`config.mk`:
```
export PLATFORM = sky130hd
export DESIGN_NAME = bgi_fifo
export DESIGN_NICKNAME = d
export VERILOG_FILES = /design/src/rtl/bgi_pkg.sv /design/src/rtl/bgi_fifo.sv
export SDC_FILE = /design/constraint.sdc
export NUM_CORES = 1
export LEC_CHECK = 0
export BUFFER_PORTS_ARGS = -buffer_cell sky130_fd_sc_hd__clkbuf_2
export CORE_UTILIZATION = 51
export DETAILED_ROUTE_END_ITERATION = 7
export GPL_TIMING_DRIVEN = 0
export HOLD_SLACK_MARGIN = 0.12
export PLACE_DENSITY = 0.72
export SLEW_MARGIN = 10
export SYNTH_ARGS = -nofsm -noshare
export SYNTH_HDL_FRONTEND = slang
export SYNTH_SLANG_ARGS = --single-unit
```
`constraint.sdc`:
```
create_clock -name i_clk -period 3.05 [get_ports i_clk]
set_input_delay 0.61 -clock i_clk [delete_from_list [all_inputs] [get_ports i_clk]]
set_output_delay 0.61 -clock i_clk [all_outputs]
set_load 0.05 [all_outputs]
```
`src/rtl/bgi_pkg.sv`:
```
// Shared constants, types and command format for the bilinear grid interpolator.
// Used by every module of the block except bgi_ram; depends on nothing.
`timescale 1ns / 1ps

package bgi_pkg;

    localparam int GRID_WIDTH  = 64;
    localparam int GRID_HEIGHT = 64;
    localparam int FRAC_BITS   = 8;

    localparam int SAMPLE_W = 16;
    localparam int POS_W    = 14;
    localparam int COORD_W  = 6;
    localparam int CELLS    = GRID_WIDTH * GRID_HEIGHT;
    localparam int ADDR_W   = $clog2(CELLS);
    localparam int COL_W    = $clog2(GRID_WIDTH);
    localparam int ROW_W    = $clog2(GRID_HEIGHT);
    localparam int WGT_W    = FRAC_BITS + 1;
    localparam int R_W      = SAMPLE_W + FRAC_BITS + 2;
    localparam int V_W      = R_W + FRAC_BITS + 2;
    localparam int Q_DEPTH  = 4;
    localparam int QPTR_W   = $clog2(Q_DEPTH);

    localparam logic FUNC_WRITE = 1'b0;
    localparam logic FUNC_QUERY = 1'b1;

    typedef logic [ADDR_W-1:0]          t_addr;
    typedef logic [COL_W-1:0]           t_col;
    typedef logic [ROW_W-1:0]           t_row;
    typedef logic [FRAC_BITS-1:0]       t_frac;
    typedef logic [WGT_W-1:0]           t_wgt;
    typedef logic [POS_W-1:0]           t_pos;
    typedef logic [COORD_W-1:0]         t_coord;
    typedef logic signed [SAMPLE_W-1:0] t_sample;
    typedef logic signed [R_W-1:0]      t_row_sum;
    typedef logic signed [V_W-1:0]      t_blend;

    localparam t_wgt WGT_ONE = {1'b1, {FRAC_BITS{1'b0}}};

    typedef struct packed {
        logic    query;
        t_addr   a00;
        t_addr   a01;
        t_addr   a10;
        t_addr   a11;
        t_sample data;
        t_frac   fx;
        t_frac   fy;
    } t_cmd;

    typedef struct packed {
        logic full;
        logic nempty;
    } t_qstat;

    typedef enum logic [1:0] {
        S_IDLE,
        S_ROW1,
        S_LERP1,
        S_BLEND
    } t_state;

endpackage

```
`src/rtl/bgi_fifo.sv`:
```
// Short command queue between front and back ends.
// Depends on bgi_pkg.
`timescale 1ns / 1ps

module bgi_fifo (
    input  logic            i_clk,
    input  logic            i_rst_n,
    input  logic            i_push,
    input  bgi_pkg::t_cmd   i_cmd,
    input  logic            i_pop,
    output bgi_pkg::t_cmd   o_head,
    output bgi_pkg::t_qstat o_stat
);

    bgi_pkg::t_cmd                 r_mem [bgi_pkg::Q_DEPTH];
    logic [bgi_pkg::QPTR_W-1:0]    r_wptr;
    logic [bgi_pkg::QPTR_W-1:0]    r_rptr;
    logic [bgi_pkg::QPTR_W:0]      r_count;
    logic [bgi_pkg::QPTR_W:0]      n_count;
    logic                          do_push;
    logic                          do_pop;

    assign o_stat.full   = (r_count == (bgi_pkg::QPTR_W + 1)'(bgi_pkg::Q_DEPTH));
    assign o_stat.nempty = (r_count != '0);
    assign do_push       = i_push && !o_stat.full;
    assign do_pop        = i_pop && o_stat.nempty;
    assign o_head        = r_mem[r_rptr];

    always_comb begin
        n_count = r_count;
        if (do_push && !do_pop) begin
            n_count = r_count + 1'b1;
        end else if (do_pop && !do_push) begin
            n_count = r_count - 1'b1;
        end
    end

    always_ff @(posedge i_clk) begin
        if (!i_rst_n) begin
            r_wptr  <= '0;
            r_rptr  <= '0;
            r_count <= '0;
        end else begin
            r_count <= n_count;
            if (do_push) begin
                r_wptr <= r_wptr + 1'b1;
            end
            if (do_pop) begin
                r_rptr <= r_rptr + 1'b1;
            end
        end
        if (do_push) begin
            r_mem[r_wptr] <= i_cmd;
        end
    end

endmodule

```
==> impl_metrics.csv <==
group,metric,value,unit
critical_path,path_delay_family,"buffers and inverters",
sta,hold_viol,0,
synthesis,ys_async_sr_fraction,0,%
sta,drv_slew,0,
sta,skew,0.00724,ns
drt,drt_iter0_drc,294,
synthesis,synth_seq_cells,333,
min_path,worstHoldPathCells,1,
sta,setup_viol,0,
min_path,min_from,"i_cmd[74]",
synthesis,synth-edff-count,324,
critical_path,rr_worst_depth,9,
sta,rsz0062_at_grt,"no",
cells_and_area,stdcell_area,14500,sq um
synthesis,synth_ff_type,"edfxtp_1",
synthesis,synth_cell_type_count,22,
critical_path,crit_path_end_kind,"primary output",
critical_path,cp.depth,3,
synthesis,yosys.area.top_type,"edfxtp_1",
synthesis,ys_top_cells_by_area,"edfxtp_1 79%, mux4_2 15%, dfxtp_1 1.5%, buf_12 1.3%, ha_1 0.51%",
synthesis,synth_warnings,0,
clocking,cts_made_buffers,31,
power_and_ir_drop,peakVddDrop,0.000627,V
floorplan,fp.dieArea,24600,sq um
sta,finalCriticalPeriod,2.83,ns
clocking,cts_tree,"done",
drt,route.detailed.drc,0,
drt,wl_per_cell,20.7,um
sta,fmax,353,MHz
placement,port_buffers,166,
critical_path,r2r-end,"r_count[2]$_SDFFE_PN0P_",
cells_and_area,fin_util,61.6,%
floorplan,start_util,52.0,%
placement,globalplace.congestion,0.729,
critical_path,critPathBufInv,2,
synthesis,synth_area,12300,sq um
global_route,grt_usage,17.3,%
clocking,cts_resized,0,
sta,max_slew_margin,55.3,%
floorplan,rows,56,
critical_path,slowest_stage,"dfxtp_1",
synthesis,syn_inst,471,
placement,place_area,13600,sq um
cells_and_area,drive_gt1_share,45.1,%
power_and_ir_drop,power.density,945,nW/um^2
sta,post-route-period-util,92.8,%
critical_path,cp-start-kind,"flip-flop",
min_path,holdPathEnd,"r_mem[1][74]$_DFFE_PP_",
drt,first_pass_iters,4,
synthesis,yosysMostFrequentCell,"edfxtp_1",
placement,hpwlAfterDp,12800,um
synthesis,syn-num-nets,562,
critical_path,critPathKind,"reg2out",
global_route,antenna_found_initial,1,
clocking,cts_buffer_depth,3,
clocking,cts.sinks,333,
critical_path,path_cells,"buf_2 -> mux4_2 -> clkbuf_2",
synthesis,avgSynthCellArea,26.0,sq um
critical_path,reg2reg_setup_slack,0.69,ns
drt,vias_per_cell,5.36,
synthesis,synth_common_cells,"324 x edfxtp_1, 81 x mux4_2, 9 x buf_2, 9 x dfxtp_1",
cells_and_area,nNetsFinal,764,
min_path,min_path_type,"in2reg",
synthesis,synth_top_cell_area_share,79.4,%
critical_path,critPathMaxFanout,10,
global_route,first_global_vias,5777,
run,cap_violations,0,
critical_path,required,2.44,ns
floorplan,fp.dieW,157,um
floorplan,core_area,23500,sq um
clocking,insertion_delay,0.55,ns
clocking,clkTransAtPathRegs,0.07,ns
drt,vias,5424,
power_and_ir_drop,p_leak,0.00490,uW
clocking,cts_root_buf,"clkbuf_16",
sta,worst_pin_slew,0.670,ns
critical_path,cpPeakStageDelay,0.64,ns
drt,routed_wl,20900,um
critical_path,cp.arrival,2.22,ns
status,outcome,"completed",
floorplan,ios,168,
critical_path,worstReg2RegStart,"r_count[0]$_SDFFE_PN0P_",
synthesis,ys_seq_area_share,80.9,%
floorplan,die_h,157,um
global_route,grt_pass1_wl,31800,um
global_route,overflow,0,
clocking,htreeDepth,1,
cells_and_area,area_delta_synth_final,18.3,%
global_route,grt_max_degree,43,
drt,ant_nets,0,
## repair_timing
action	CTS	global route
hold endpoints to repair	0	0
buffers inserted	0	0
endpoints found under the setup margin	33	0
hold buffers	0	0
## placed cells by master (no fill, tap or decap), types with 5 or more instances in the layout
cell type	count
edfxtp_1	324
clkbuf_2	166
mux4_2	81
clkbuf_16	31
clkinv_1	10
buf_2	9
dfxtp_1	9
buf_12	8
clkbuf_1	6
ha_1	5
## flip-flops by register name, summed over array words and instances, names as in the netlist, named ones only
signal   cells
r_mem      324
r_wptr       2
r_count      3
r_rptr       2
## cell families (layout without fill, tap and decap cells)
family / count (synthesis) / in the layout / share of synthesized area [%]
other: 0 / 1 / 0
XOR/XNOR: 4 / 4 / 0.286
adder cells (fa/ha/maj): 6 / 6 / 0.674
flip-flops: 333 / 333 / 80.9
multiplexers: 84 / 84 / 15.1
buffers and inverters: 23 / 244 / 1.92
AO/OA/AOI/OAI: 4 / 4 / 0.276
AND/OR/NAND/NOR: 17 / 17 / 0.837
## layout make-up
cell class,instances,area [sq um]
Inverter,3,11.3
Clock inverter,16,103
Timing Repair Buffer,170,941
Clock buffer,36,795
Fill cell,1650,9040
Tap cell,319,399
Sequential cell,333,9910
Buffer,19,220
Multi-Input combinational cell,115,2120
Antenna cell,1,2.50
## worst register-to-register path: stages (launching register included)
cell      delay, ns
dfxtp_1        0.50
nor3b_2        0.11
nor2b_1        0.11
buf_2          0.21
ha_1           0.23
inv_1          0.07
fa_1           0.40
xor2_1         0.17
or3_1          0.30
a21boi_0       0.19
## per-stage QoR
stage,hold WS (ns),std cells,TNS (ns),worst slack (ns),total power (uW)
3_5_place_dp,0.514,960,0,0.537,10400
5_1_grt,0.253,1012,0,0.0653,14200
2_1_floorplan,0.468,471,0,0.640,9400
6_report,0.277,1012,0,0.220,13700
3_3_place_gp,0.475,956,-58.03,-0.190,10300
4_1_cts,0.248,1011,0,0.127,13900
## worst max path at each step
| stage | slack (ns) | end | from |
|---|---|---|---|
| 6_report | 0.22 | o_head[40] | flip-flop |
| 5_1_grt | 0.07 | o_head[36] | flip-flop |
| 4_1_cts | 0.13 | o_head[40] | flip-flop |
| 3_5_place_dp | 0.54 | o_head[40] | flip-flop |
| 3_3_place_gp | -0.19 | r_mem[2][21]$_DFFE_PP_ | i_push |
| 2_1_floorplan | 0.64 | r_mem[0][0]$_DFFE_PP_ | r_count[2]$_SDFFE_PN0P_ |
## per-layer routing
metal	up-vias	global-route usage (%)	part of all wire (%)
met5	-	0	0
met4	0	4.15	2.2
met3	30	3.91	5.7
met2	156	29.5	51
met1	2817	22.8	42
li1	2421	-	-
## where the power goes
part           switching, uW  internal [uW]  total, uW
sequential               134           5550       5690
clock                   1520           1920       3440
combinational           3070           1500       4570
total                   4730           8970      13700
No activity file was read; power rests on OpenSTA's default activity.
