--- config.mk ---
export PLATFORM = sky130hd
export DESIGN_NAME = bgi_front
export DESIGN_NICKNAME = d
export VERILOG_FILES = /design/src/rtl/bgi_pkg.sv /design/src/rtl/bgi_front.sv
export SDC_FILE = /design/constraint.sdc
export NUM_CORES = 1
export LEC_CHECK = 0
export BUFFER_PORTS_ARGS = -buffer_cell sky130_fd_sc_hd__buf_4
export CAP_MARGIN = 20
export CORE_ASPECT_RATIO = 2
export CORE_UTILIZATION = 40
export CTS_CLUSTER_SIZE = 25
export DETAILED_ROUTE_END_ITERATION = 7
export GPL_ROUTABILITY_DRIVEN = 0
export GPL_TIMING_DRIVEN = 0
export PLACE_DENSITY = 0.83
export SLEW_MARGIN = 20
export SYNTH_ARGS = -nofsm -noshare
export SYNTH_HDL_FRONTEND = slang
export SYNTH_SLANG_ARGS = --single-unit
--- constraint.sdc ---
create_clock -name i_clk -period 4 [get_ports i_clk]
set_clock_uncertainty 0.05 [all_clocks]
set_input_delay 0.2 -clock i_clk [delete_from_list [all_inputs] [get_ports i_clk]]
set_output_delay 0.2 -clock i_clk [all_outputs]
set_load 0.05 [all_outputs]
--- src/rtl/bgi_pkg.sv ---
// Shared constants, types and command format for the bilinear grid interpolator.
// Used by every module of the block except bgi_ram; depends on nothing.
`timescale 1ns / 1ps

package bgi_pkg;

    localparam int GRID_WIDTH  = 64;
    localparam int GRID_HEIGHT = 64;
    localparam int FRAC_BITS   = 8;

    localparam int SAMPLE_W = 16;
    localparam int POS_W    = 14;
    localparam int COORD_W  = 6;
    localparam int CELLS    = GRID_WIDTH * GRID_HEIGHT;
    localparam int ADDR_W   = $clog2(CELLS);
    localparam int COL_W    = $clog2(GRID_WIDTH);
    localparam int ROW_W    = $clog2(GRID_HEIGHT);
    localparam int WGT_W    = FRAC_BITS + 1;
    localparam int R_W      = SAMPLE_W + FRAC_BITS + 2;
    localparam int V_W      = R_W + FRAC_BITS + 2;
    localparam int Q_DEPTH  = 4;
    localparam int QPTR_W   = $clog2(Q_DEPTH);

    localparam logic FUNC_WRITE = 1'b0;
    localparam logic FUNC_QUERY = 1'b1;

    typedef logic [ADDR_W-1:0]          t_addr;
    typedef logic [COL_W-1:0]           t_col;
    typedef logic [ROW_W-1:0]           t_row;
    typedef logic [FRAC_BITS-1:0]       t_frac;
    typedef logic [WGT_W-1:0]           t_wgt;
    typedef logic [POS_W-1:0]           t_pos;
    typedef logic [COORD_W-1:0]         t_coord;
    typedef logic signed [SAMPLE_W-1:0] t_sample;
    typedef logic signed [R_W-1:0]      t_row_sum;
    typedef logic signed [V_W-1:0]      t_blend;

    localparam t_wgt WGT_ONE = {1'b1, {FRAC_BITS{1'b0}}};

    typedef struct packed {
        logic    query;
        t_addr   a00;
        t_addr   a01;
        t_addr   a10;
        t_addr   a11;
        t_sample data;
        t_frac   fx;
        t_frac   fy;
    } t_cmd;

    typedef struct packed {
        logic full;
        logic nempty;
    } t_qstat;

    typedef enum logic [1:0] {
        S_IDLE,
        S_ROW1,
        S_LERP1,
        S_BLEND
    } t_state;

endpackage

--- src/rtl/bgi_front.sv ---
// Front end: takes input beats, drops out-of-grid writes, splits query positions
// into clamped neighbor addresses and fractions. Depends on bgi_pkg.
`timescale 1ns / 1ps

module bgi_front (
    input  logic                  i_clk,
    input  logic                  i_rst_n,
    input  logic                  i_valid,
    output logic                  o_stall,
    input  logic                  i_func,
    input  bgi_pkg::t_coord       i_write_col,
    input  bgi_pkg::t_coord       i_write_row,
    input  bgi_pkg::t_sample      i_write_height,
    input  bgi_pkg::t_pos         i_pos_x,
    input  bgi_pkg::t_pos         i_pos_y,
    input  logic                  i_q_full,
    output logic                  o_push,
    output bgi_pkg::t_cmd         o_cmd
);

    function automatic bgi_pkg::t_addr cell_addr(input bgi_pkg::t_row row,
                                                 input bgi_pkg::t_col col);
        cell_addr = bgi_pkg::t_addr'(row) * bgi_pkg::t_addr'(bgi_pkg::GRID_WIDTH)
                  + bgi_pkg::t_addr'(col);
    endfunction

    logic          r_vld;
    logic          n_vld;
    bgi_pkg::t_cmd r_cmd;
    bgi_pkg::t_cmd n_cmd;
    logic          accept;
    logic          keep;
    bgi_pkg::t_pos ip_x;
    bgi_pkg::t_pos ip_y;
    bgi_pkg::t_col x0;
    bgi_pkg::t_col x1;
    bgi_pkg::t_row y0;
    bgi_pkg::t_row y1;
    bgi_pkg::t_row wr_row;
    bgi_pkg::t_col wr_col;

    assign o_push  = r_vld && !i_q_full;
    assign o_stall = r_vld && i_q_full;
    assign accept  = i_valid && !o_stall;
    assign o_cmd   = r_cmd;

    always_comb begin
        ip_x = i_pos_x >> bgi_pkg::FRAC_BITS;
        ip_y = i_pos_y >> bgi_pkg::FRAC_BITS;
        if (32'(ip_x) >= bgi_pkg::GRID_WIDTH - 1) begin
            x0 = bgi_pkg::t_col'(bgi_pkg::GRID_WIDTH - 1);
            x1 = x0;
        end else begin
            x0 = bgi_pkg::t_col'(ip_x);
            x1 = x0 + 1'b1;
        end
        if (32'(ip_y) >= bgi_pkg::GRID_HEIGHT - 1) begin
            y0 = bgi_pkg::t_row'(bgi_pkg::GRID_HEIGHT - 1);
            y1 = y0;
        end else begin
            y0 = bgi_pkg::t_row'(ip_y);
            y1 = y0 + 1'b1;
        end
        wr_row = bgi_pkg::t_row'(i_write_row);
        wr_col = bgi_pkg::t_col'(i_write_col);

        n_cmd.query = (i_func == bgi_pkg::FUNC_QUERY);
        n_cmd.data  = i_write_height;
        n_cmd.fx    = bgi_pkg::t_frac'(i_pos_x);
        n_cmd.fy    = bgi_pkg::t_frac'(i_pos_y);
        n_cmd.a10   = cell_addr(y1, x0);
        n_cmd.a11   = cell_addr(y1, x1);
        n_cmd.a01   = cell_addr(y0, x1);
        if (i_func == bgi_pkg::FUNC_QUERY) begin
            n_cmd.a00 = cell_addr(y0, x0);
        end else begin
            n_cmd.a00 = cell_addr(wr_row, wr_col);
        end

        keep = (i_func == bgi_pkg::FUNC_QUERY)
            || (32'(i_write_col) < bgi_pkg::GRID_WIDTH
                && 32'(i_write_row) < bgi_pkg::GRID_HEIGHT);

        if (accept) begin
            n_vld = keep;
        end else begin
            n_vld = r_vld && !o_push;
        end
    end

    always_ff @(posedge i_clk) begin
        if (!i_rst_n) begin
            r_vld <= 1'b0;
        end else begin
            r_vld <= n_vld;
        end
        if (accept) begin
            r_cmd <= n_cmd;
        end
    end

endmodule

==> impl_metrics.tcl, run 1 <==
set metrics [dict create \
    drc 0 \
    drv_slew 0 \
    hp-class "input port to flop" \
    timing.rr.end "o_cmd[25]$_DFFE_PP_" \
    die_h_um 117 \
    leakagePower_nw 1.93 \
    synth_top_area_frac 0.781 \
    ys_seq_area_frac 0.788 \
    num_vias 1959 \
    cts_buffer_depth 2 \
    vdd_drop_max_mv 0.355 \
    regToRegSetupSlack_ns 2.31 \
    p_total_mw 2.04 \
    combPwrFrac 0.206 \
    clk_latency_ns 0.32 \
    drive_above_1_share 0.531 \
    drt_wl_total_mm 6.38 \
    track_usage 0.187 \
    cp_max_fo 30 \
    die_area_mm2 0.00698 \
    start_kind "flop" \
    grt_start_max_net_pins 31 \
    cts_tree "done" \
    ys_ff_latch 70 \
    yosysMostFrequentCell "edfxtp_1" \
    p_seq_frac 0.430 \
    htreeDepth 3 \
    grt_pass1_vias 1991 \
    antenna_cells 0 \
    required_ns 3.97 \
    synth.avg_cell_area_um2 16.8 \
    grt_pass1_wl_mm 9.27 \
    fin_crit_sh 0.423 \
    p_sw_frac 0.268 \
    core.rowCount 41 \
    clock-sinks 70 \
    power_density_mw_per_mm2 455 \
    wire_per_inst_um 14.6 \
    cts_setup_buffers 0 \
    drv_cap 0 \
    worst-path-buf-inv 2 \
    synth_top_flop_cell "edfxtp_1" \
    rr_worst_depth 4 \
    vias_per_cell 4.49 \
    syn_inst 158 \
    synth_edf_count 69 \
    worst_ep_arrival_time_ns 1.66 \
    synthArstFlopShare 0 \
    outcome "finished, final reports clean" \
    io_buffer_count 142 \
    hold_slack_ns 0.0341 \
    antenna_found_initial 0 \
    cp-end-kind "flop" \
    clockPowerShare 0.364 \
    dr.pass1.iters 4 \
    die_x_um 59.6 \
    crit_family "simple AND/OR/NAND/NOR gates" \
    intPower_mw 1.49 \
    synth_fp_nets 221 \
    ant_nets 0 \
    tns_ns 0 \
    synth_top_area_cell "edfxtp_1" \
    setup_violations 0 \
    worst_path_largest_cell_delay_ns 0.37 \
    dp_hpwl_mm 4.36 \
    dp.cells 388 \
    synth_warnings 0 \
    numCtsBuffers 9 \
    gr-total-overflow 0 \
    period_needed_ns 1.69 \
    io_pins 144 \
    initial_core_util 0.417 \
    critPathCapture "o_cmd[25]$_DFFE_PP_" \
    synthTopCellsByArea "edfxtp_1 78%, mux2_2 4.2%, buf_4 3.7%" \
    crit_start "r_vld$_SDFF_PN0_" \
    tightest_slew_ns 0.411 \
    r2r-start "r_vld$_SDFF_PN0_" \
    hold_viol 0 \
    clk_pin_slew_worst_paths_ns 0.05 \
    path_cells "and2_1 > nor2b_4 > buf_12 > buf_12" \
    synth.distinct_cells 22 \
    fin_nets 409 \
    pre_cts_slack_ns 2.27 \
    clockRootBuffer "clkbuf_16" \
    slew_headroom 0.726 \
    area_growth_pct 69.0 \
    core-area_mm2 0.00636 \
    cp_num_cells 4 \
    rsz0062_at_grt "false" \
    crit_top_cell "buf_12" \
    fmax_mhz 591 \
    critical_path_class "flop to flop" \
    cp_slowest_cell "nor2b_4" \
    drtIter0Drc 51 \
    ys_top_cells_by_count "69 x edfxtp_1, 13 x buf_4, 10 x mux2_2" \
    syn_area_mm2 0.00265 \
    switching_power_uw 548 \
    fin_ws_ns 2.31 \
    layoutNonFillerInstCount 436 \
]
-- cell families after synthesis --
group / after synthesis / share of synthesized area
buffers and inverters: 28 / 0.0594
xor gates and xnor gates: 2 / 0.00660
DFF: 70 / 0.788
adders and majority gates: 2 / 0.00943
AOI/OAI and AO/OA: 13 / 0.0278
muxes: 10 / 0.0424
and+or+nand+nor: 33 / 0.0660
-- worst register-to-register path: stages, from the launching register on --
cell	delay, ns
dfxtp_1	0.30
and2_1	0.19
nor2b_4	0.37
buf_12	0.25
buf_12	0.21
-- metal layers --
layer | global-route usage | vias up | share of wire
met5 | 0 | - | 0
met4 | 0.0992 | 0 | 0.026
met3 | 0.0626 | 17 | 0.079
met2 | 0.337 | 96 | 0.56
met1 | 0.181 | 913 | 0.34
li1 | - | 933 | -
-- through the flow --
step / cell area (um^2) / util
floorplan: 2660 / -
global placement: 3830 / 0.602
detailed placement: 3870 / 0.609
CTS: 4490 / 0.705
global route: 4490 / 0.705
finish: 4490 / 0.705
-- flip-flops by register name (all words and copies together) (netlist names) --
register and count:
o_cmd 69, r_vld 1
-- layout make-up --
| type | instances | area (um^2) |
|---|---|---|
| sequential | 70 | 2090 |
| fill | 471 | 1880 |
| buffer | 24 | 143 |
| inverter | 4 | 15.0 |
| clock buffer | 10 | 229 |
| multi-input combinational | 60 | 412 |
| timing repair buffer | 177 | 1440 |
| clock inverter | 5 | 51.3 |
| tap | 86 | 108 |
-- power by group through the flow --
stage | Clock (mW) | Combinational, mW | Sequential, mW
CTS | 0.756 | 0.420 | 0.878
floorplan | 0 | 0.0900 | 1.05
global route | 0.785 | 0.439 | 0.883
global placement | 0 | 0.381 | 0.894
detailed placement | 0 | 0.393 | 0.892
finish | 0.743 | 0.420 | 0.879
-- worst min-delay path by stage --
stage / start / to / cells past startpoint
floorplan: i_pos_y[0] / o_cmd[0]$_DFFE_PP_ / 0
global placement: i_pos_x[5] / o_cmd[13]$_DFFE_PP_ / 1
detailed placement: i_pos_y[7] / o_cmd[7]$_DFFE_PP_ / 1
CTS: i_rst_n / r_vld$_SDFF_PN0_ / 2
global route: i_rst_n / r_vld$_SDFF_PN0_ / 2
finish: i_rst_n / r_vld$_SDFF_PN0_ / 2
-- cell usage in the layout (no fill, tap or decap), types with 5 or more instances in the layout --
cell / count
a21oi_1: 7
a31oi_1: 5
buf_4: 155
clkbuf_1: 9
clkbuf_16: 9
dlygate4sd3_1: 33
edfxtp_1: 69
mux2_2: 10
nand2_1: 9
nor2_1: 9
-- timing repair --
action / in CTS / in global routing
endpoints found under the hold margin: 33 / 0
resized for setup: 0 / 0
hold buffers: 33 / 0
(Power assumes the default switching activity.)
==> inputs of run 2 (changes only) <==
==> constraint.sdc (replaced) <==
create_clock -name i_clk -period 1.4 [get_ports i_clk]
set_clock_uncertainty 0.05 [all_clocks]
set_input_delay 0.07 -clock i_clk [delete_from_list [all_inputs] [get_ports i_clk]]
set_output_delay 0.07 -clock i_clk [all_outputs]
set_load 0.05 [all_outputs]
==> impl_metrics.tcl, run 2 (same netlist as run 1, synthesis figures left out) <==
set metrics [dict create \
    crit_family "buffers and inverters" \
    regToRegSetupSlack_ns 0.06 \
    dr_wl_met3_um 573 \
    crit_start "i_func" \
    timing.rr.end "o_cmd[4]$_DFFE_PP_" \
    cts_buffer_depth 2 \
    fmax_mhz 737 \
    met2_length_mm 3.88 \
    area_growth_pct 77.1 \
    clock-sinks 70 \
    mostFrequentLayoutCell "buf_4" \
    fin_crit_sh 0.970 \
    wire_per_inst_um 15.3 \
    drive_above_1_share 0.520 \
    cp_num_cells 5 \
    die_area_mm2 0.00698 \
    top_layer "met4" \
    num_vias 2067 \
    die_x_um 59.6 \
    period_needed_ns 1.36 \
    worst_path_largest_cell_delay_ns 0.53 \
    clockRootBuffer "clkbuf_16" \
    largest_register_ffs 69 \
    cts_tree "done" \
    hold_viol 0 \
    min_from "i_pos_y[8]" \
    drv_slew 0 \
    critical_path_class "input port to flop" \
    path_cells "dlygate4sd3_1 > buf_4 > buf_2 > buf_6 > mux2_2" \
    tightest_slew_ns 0.208 \
    die_h_um 117 \
    cp-end-kind "flop" \
    vias_per_cell 4.54 \
    setup_violations 0 \
    power_density_mw_per_mm2 1260 \
    critPathCapture "o_cmd[72]$_DFFE_PP_" \
    core.rowCount 41 \
    grt_start_max_net_pins 30 \
    antenna_cells 0 \
    pre_cts_slack_ns -0.308 \
    tns_ns 0 \
    io_pins 144 \
    ant_nets 0 \
    cp_slowest_cell "dlygate4sd3_1" \
    clk_latency_ns 0.32 \
    cp_max_fo 10 \
    io_buffer_count 142 \
    mostFrequentLayoutCells "156 x buf_4, 69 x edfxtp_1, 48 x dlygate4sd3_1" \
    r2r-start "r_vld$_SDFF_PN0_" \
    dp_hpwl_mm 4.28 \
    rr_worst_depth 4 \
    gr-total-overflow 0 \
    htreeDepth 3 \
    drtIter0Drc 56 \
    drt_wl_total_mm 6.94 \
    track_usage 0.194 \
    fin_ws_ns 0.0427 \
    worst-path-buf-inv 4 \
    initial_core_util 0.417 \
    fin_nets 427 \
    vdd_drop_max_mv 1.02 \
    layoutNonFillerInstCount 455 \
    core-area_mm2 0.00636 \
    dr.pass1.iters 4 \
    worst_ep_arrival_time_ns 1.38 \
    grt_pass1_wl_mm 9.65 \
    rsz0062_at_grt "false" \
    outcome "finished, final reports clean" \
    m1WireLength_mm 2.21 \
    leakagePower_nw 2.03 \
    grt_pass1_vias 2113 \
    required_ns 1.42 \
    dp.cells 388 \
    start_kind "input port" \
    drv_cap 0 \
    numCtsBuffers 9 \
    clk_pin_slew_worst_paths_ns 0.05 \
    antenna_found_initial 0 \
    slew_headroom 0.862 \
    fillCellCount 441 \
    drc 0 \
    hp-class "input port to flop" \
]
## run 2: cell types whose count changed in the layout (fill, tap and decap cells not counted), sizes merged
cell and delta:
clkbuf +1, buf +2, dlygate4sd3 +15, clkinv +2, clkinvlp -1
## run 2: timing repair
item / in CTS / in global routing
buffers inserted: 1 / 1
cloned: 0 / 1
hold buffers: 48 / 0
resized for setup: 0 / 1
hold endpoints to repair: 48 / 0
setup endpoints to repair: 55 / 31
## run 2: worst reg2reg max path: stages, from the launching register on
cell and delay, ns:
dfxtp_1 0.31, and2_4 0.15, nor2b_4 0.16, buf_12 0.17, buf_16 0.19
## run 2: worst min-delay path by stage
stage | end | slack, ns | cells past startpoint
after floorplan | o_cmd[0]$_DFFE_PP_ | 0.12 | 0
after detailed placement | o_cmd[23]$_DFFE_PP_ | 0.20 | 1
after global routing | o_cmd[73]$_DFFE_PP_ | 0.01 | 2
after global placement | o_cmd[8]$_DFFE_PP_ | 0.20 | 1
final | o_cmd[62]$_DFFE_PP_ | 0.01 | 3
after CTS | o_cmd[62]$_DFFE_PP_ | 0.004 | 3
## run 2: report_power, final
| group | total [mW] | switching, mW | internal [mW] | leakage, nW |
|---|---|---|---|---|
| clock | 2.17 | 0.794 | 1.37 | 0.146 |
| combinational | 1.26 | 0.771 | 0.492 | 1.21 |
| sequential | 2.51 | 0.0422 | 2.47 | 0.675 |
## run 2: per-stage QoR
step / total power, mW / cell area, um^2 / hold slack [ns] / util
6_report: 5.94 / 4700 / 0.0123 / 0.739
5_1_grt: 6.14 / 4700 / 0.0132 / 0.739
4_1_cts: 5.97 / 4660 / 0.00357 / 0.733
3_5_place_dp: 3.68 / 3880 / 0.199 / 0.611
3_3_place_gp: 3.64 / 3840 / 0.199 / 0.603
2_1_floorplan: 3.25 / 2660 / 0.119 / -
## run 2: final cells by class
cell class                      instances  area, um^2  share of cell area
Multi-Input combinational cell         60         414              0.0881
Inverter                                4        15.0             0.00319
Buffer                                 24         146              0.0311
Clock inverter                          6        62.6              0.0133
Clock buffer                           10         229              0.0487
Timing Repair Buffer                  195        1630               0.348
Sequential cell                        70        2090               0.445
Tap cell                               86         108              0.0229
## run 2: routing by layer
metal,global-route usage,vias up
met5,0,-
met4,0.105,0
met3,0.0692,19
met2,0.358,110
met1,0.176,965
li1,-,973
==> inputs of run 3 (changes only) <==
==> constraint.sdc (replaced) <==
create_clock -name i_clk -period 1.4 [get_ports i_clk]
set_clock_uncertainty 0.05 [all_clocks]
set_input_delay 0.14 -clock i_clk [delete_from_list [all_inputs] [get_ports i_clk]]
set_output_delay 0.14 -clock i_clk [all_outputs]
set_load 0.05 [all_outputs]
==> impl_metrics.tcl, run 3 (same netlist as run 1, synthesis figures left out) <==
set metrics [dict create \
    p_seq_frac 0.425 \
    hp-class "input port to flop" \
    switching_power_mw 1.59 \
    drtIter0Drc 47 \
    fin_nets 414 \
    leakagePower_nw 1.98 \
    worst_ep_arrival_time_ns 1.31 \
    worst_path_largest_cell_delay_ns 0.31 \
    clk_pin_slew_worst_paths_ns 0.05 \
    fin_ws_ns 0.0634 \
    p_total_mw 5.90 \
    cp_slowest_cell "dfxtp_1" \
    final_area_mm2 0.00457 \
    combPwrFrac 0.208 \
    antenna_cells 0 \
    rr_worst_depth 4 \
    power_density_mw_per_mm2 1290 \
    crit_family "buffers and inverters" \
    die_area_mm2 0.00698 \
    clockPowerShare 0.366 \
    initial_core_util 0.417 \
    core.rowCount 41 \
    area_growth_pct 72.1 \
    vdd_drop_max_mv 1.03 \
    cp_max_fo 29 \
    dr.pass1.iters 4 \
    start_kind "flop" \
    p_sw_frac 0.270 \
    path_cells "and2_4 > nor2b_4 > buf_12 > buf_16" \
    tns_ns 0 \
    outcome "finished, final reports clean" \
    setup_violations 0 \
    vias_per_cell 4.51 \
    grt_pass1_wl_mm 9.31 \
    cts_tree "done" \
    mostFrequentLayoutCells "157 x buf_4, 69 x edfxtp_1, 35 x dlygate4sd3_1" \
    critical_path_class "flop to flop" \
    io_pins 144 \
    num_vias 1995 \
    clockRootBuffer "clkbuf_16" \
    cts_buffer_depth 2 \
    holdPathStages 2 \
    largest_register_ffs 69 \
    core-area_mm2 0.00636 \
    intPower_mw 4.31 \
    cp_num_cells 4 \
    numCtsBuffers 9 \
    clk_latency_ns 0.32 \
    drv_cap 0 \
    fmax_mhz 748 \
    grt_pass1_vias 2016 \
    die_x_um 59.6 \
    drive_above_1_share 0.539 \
    htreeDepth 3 \
    rsz0062_at_grt "false" \
    hold_viol 0 \
    io_buffer_count 142 \
    track_usage 0.188 \
    dpl_cell_area_mm2 0.00388 \
    fin_crit_sh 0.955 \
    worst-path-buf-inv 2 \
    dp_hpwl_mm 4.28 \
    drt_wl_total_mm 6.59 \
    tightest_slew_ns 0.205 \
    drc 0 \
    period_needed_ns 1.34 \
    ant_nets 0 \
    drv_slew 0 \
    gr-total-overflow 0 \
    pre_cts_slack_ns -0.308 \
    cp-end-kind "flop" \
    die_h_um 117 \
    grt_start_max_net_pins 30 \
    clock-sinks 70 \
    fillCellCount 453 \
    hold_slack_ns 0.0403 \
    mostFrequentLayoutCell "buf_4" \
    required_ns 1.37 \
    slew_headroom 0.863 \
    wire_per_inst_um 14.9 \
    antenna_found_initial 0 \
]
==> run 3: routing by layer <==
layer,routed length [um],vias up,global-route usage
li1,-,950,-
met1,2110,923,0.174
met2,3660,103,0.339
met3,561,19,0.0703
met4,250,0,0.105
met5,0,-,0
==> run 3: worst reg2reg max path: cells and delay by family (launching register included) <==
kind | cells | cell delay, ns
buf+inv | 2 | 0.36
flops | 1 | 0.31
simple gates | 2 | 0.31
==> run 3: worst paths after layout <==
check,start,end,slack (ns)
setup / recovery,r_vld$_SDFF_PN0_,o_cmd[0]$_DFFE_PP_,0.06
hold reg to reg,r_vld$_SDFF_PN0_,o_cmd[53]$_SDFFCE_PP1P_,0.82
hold / removal,i_pos_x[8],o_cmd[56]$_SDFFCE_PP1P_,0.04
setup reg to reg,r_vld$_SDFF_PN0_,o_cmd[0]$_DFFE_PP_,0.06
==> run 3: layout make-up <==
type	count	area, um^2	share of cell area
flip-flops and latches	70	2090	0.458
well taps	86	108	0.0236
clock inverters	6	62.6	0.0137
inverters	4	15.0	0.00329
multi-input cells	60	414	0.0907
repair buffers	182	1500	0.329
plain buffers	24	143	0.0312
clock buffers	10	229	0.0501
==> run 3: stage by stage <==
| stage | instances | utilization |
|---|---|---|
| 2_1_floorplan | 158 | - |
| 3_3_place_gp | 386 | 0.603 |
| 3_5_place_dp | 388 | 0.611 |
| 4_1_cts | 440 | 0.713 |
| 5_1_grt | 442 | 0.718 |
| 6_report | 442 | 0.718 |
==> run 3: power groups by stage <==
stage | Combinational, mW | Clock [mW] | Sequential [mW]
5_1_grt | 1.28 | 2.30 | 2.52
2_1_floorplan | 0.260 | 0 | 2.99
6_report | 1.23 | 2.16 | 2.51
4_1_cts | 1.21 | 2.22 | 2.51
3_3_place_gp | 1.09 | 0 | 2.55
3_5_place_dp | 1.13 | 0 | 2.55
==> run 3: repair_timing <==
| item | 4_1_cts | 5_1_grt |
|---|---|---|
| hold buffers | 35 | 0 |
| resized for setup | 0 | 0 |
| setup endpoints to repair | 55 | 29 |
| setup buffers | 1 | 1 |
| endpoints found under the hold margin | 34 | 0 |
| cloned | 0 | 1 |
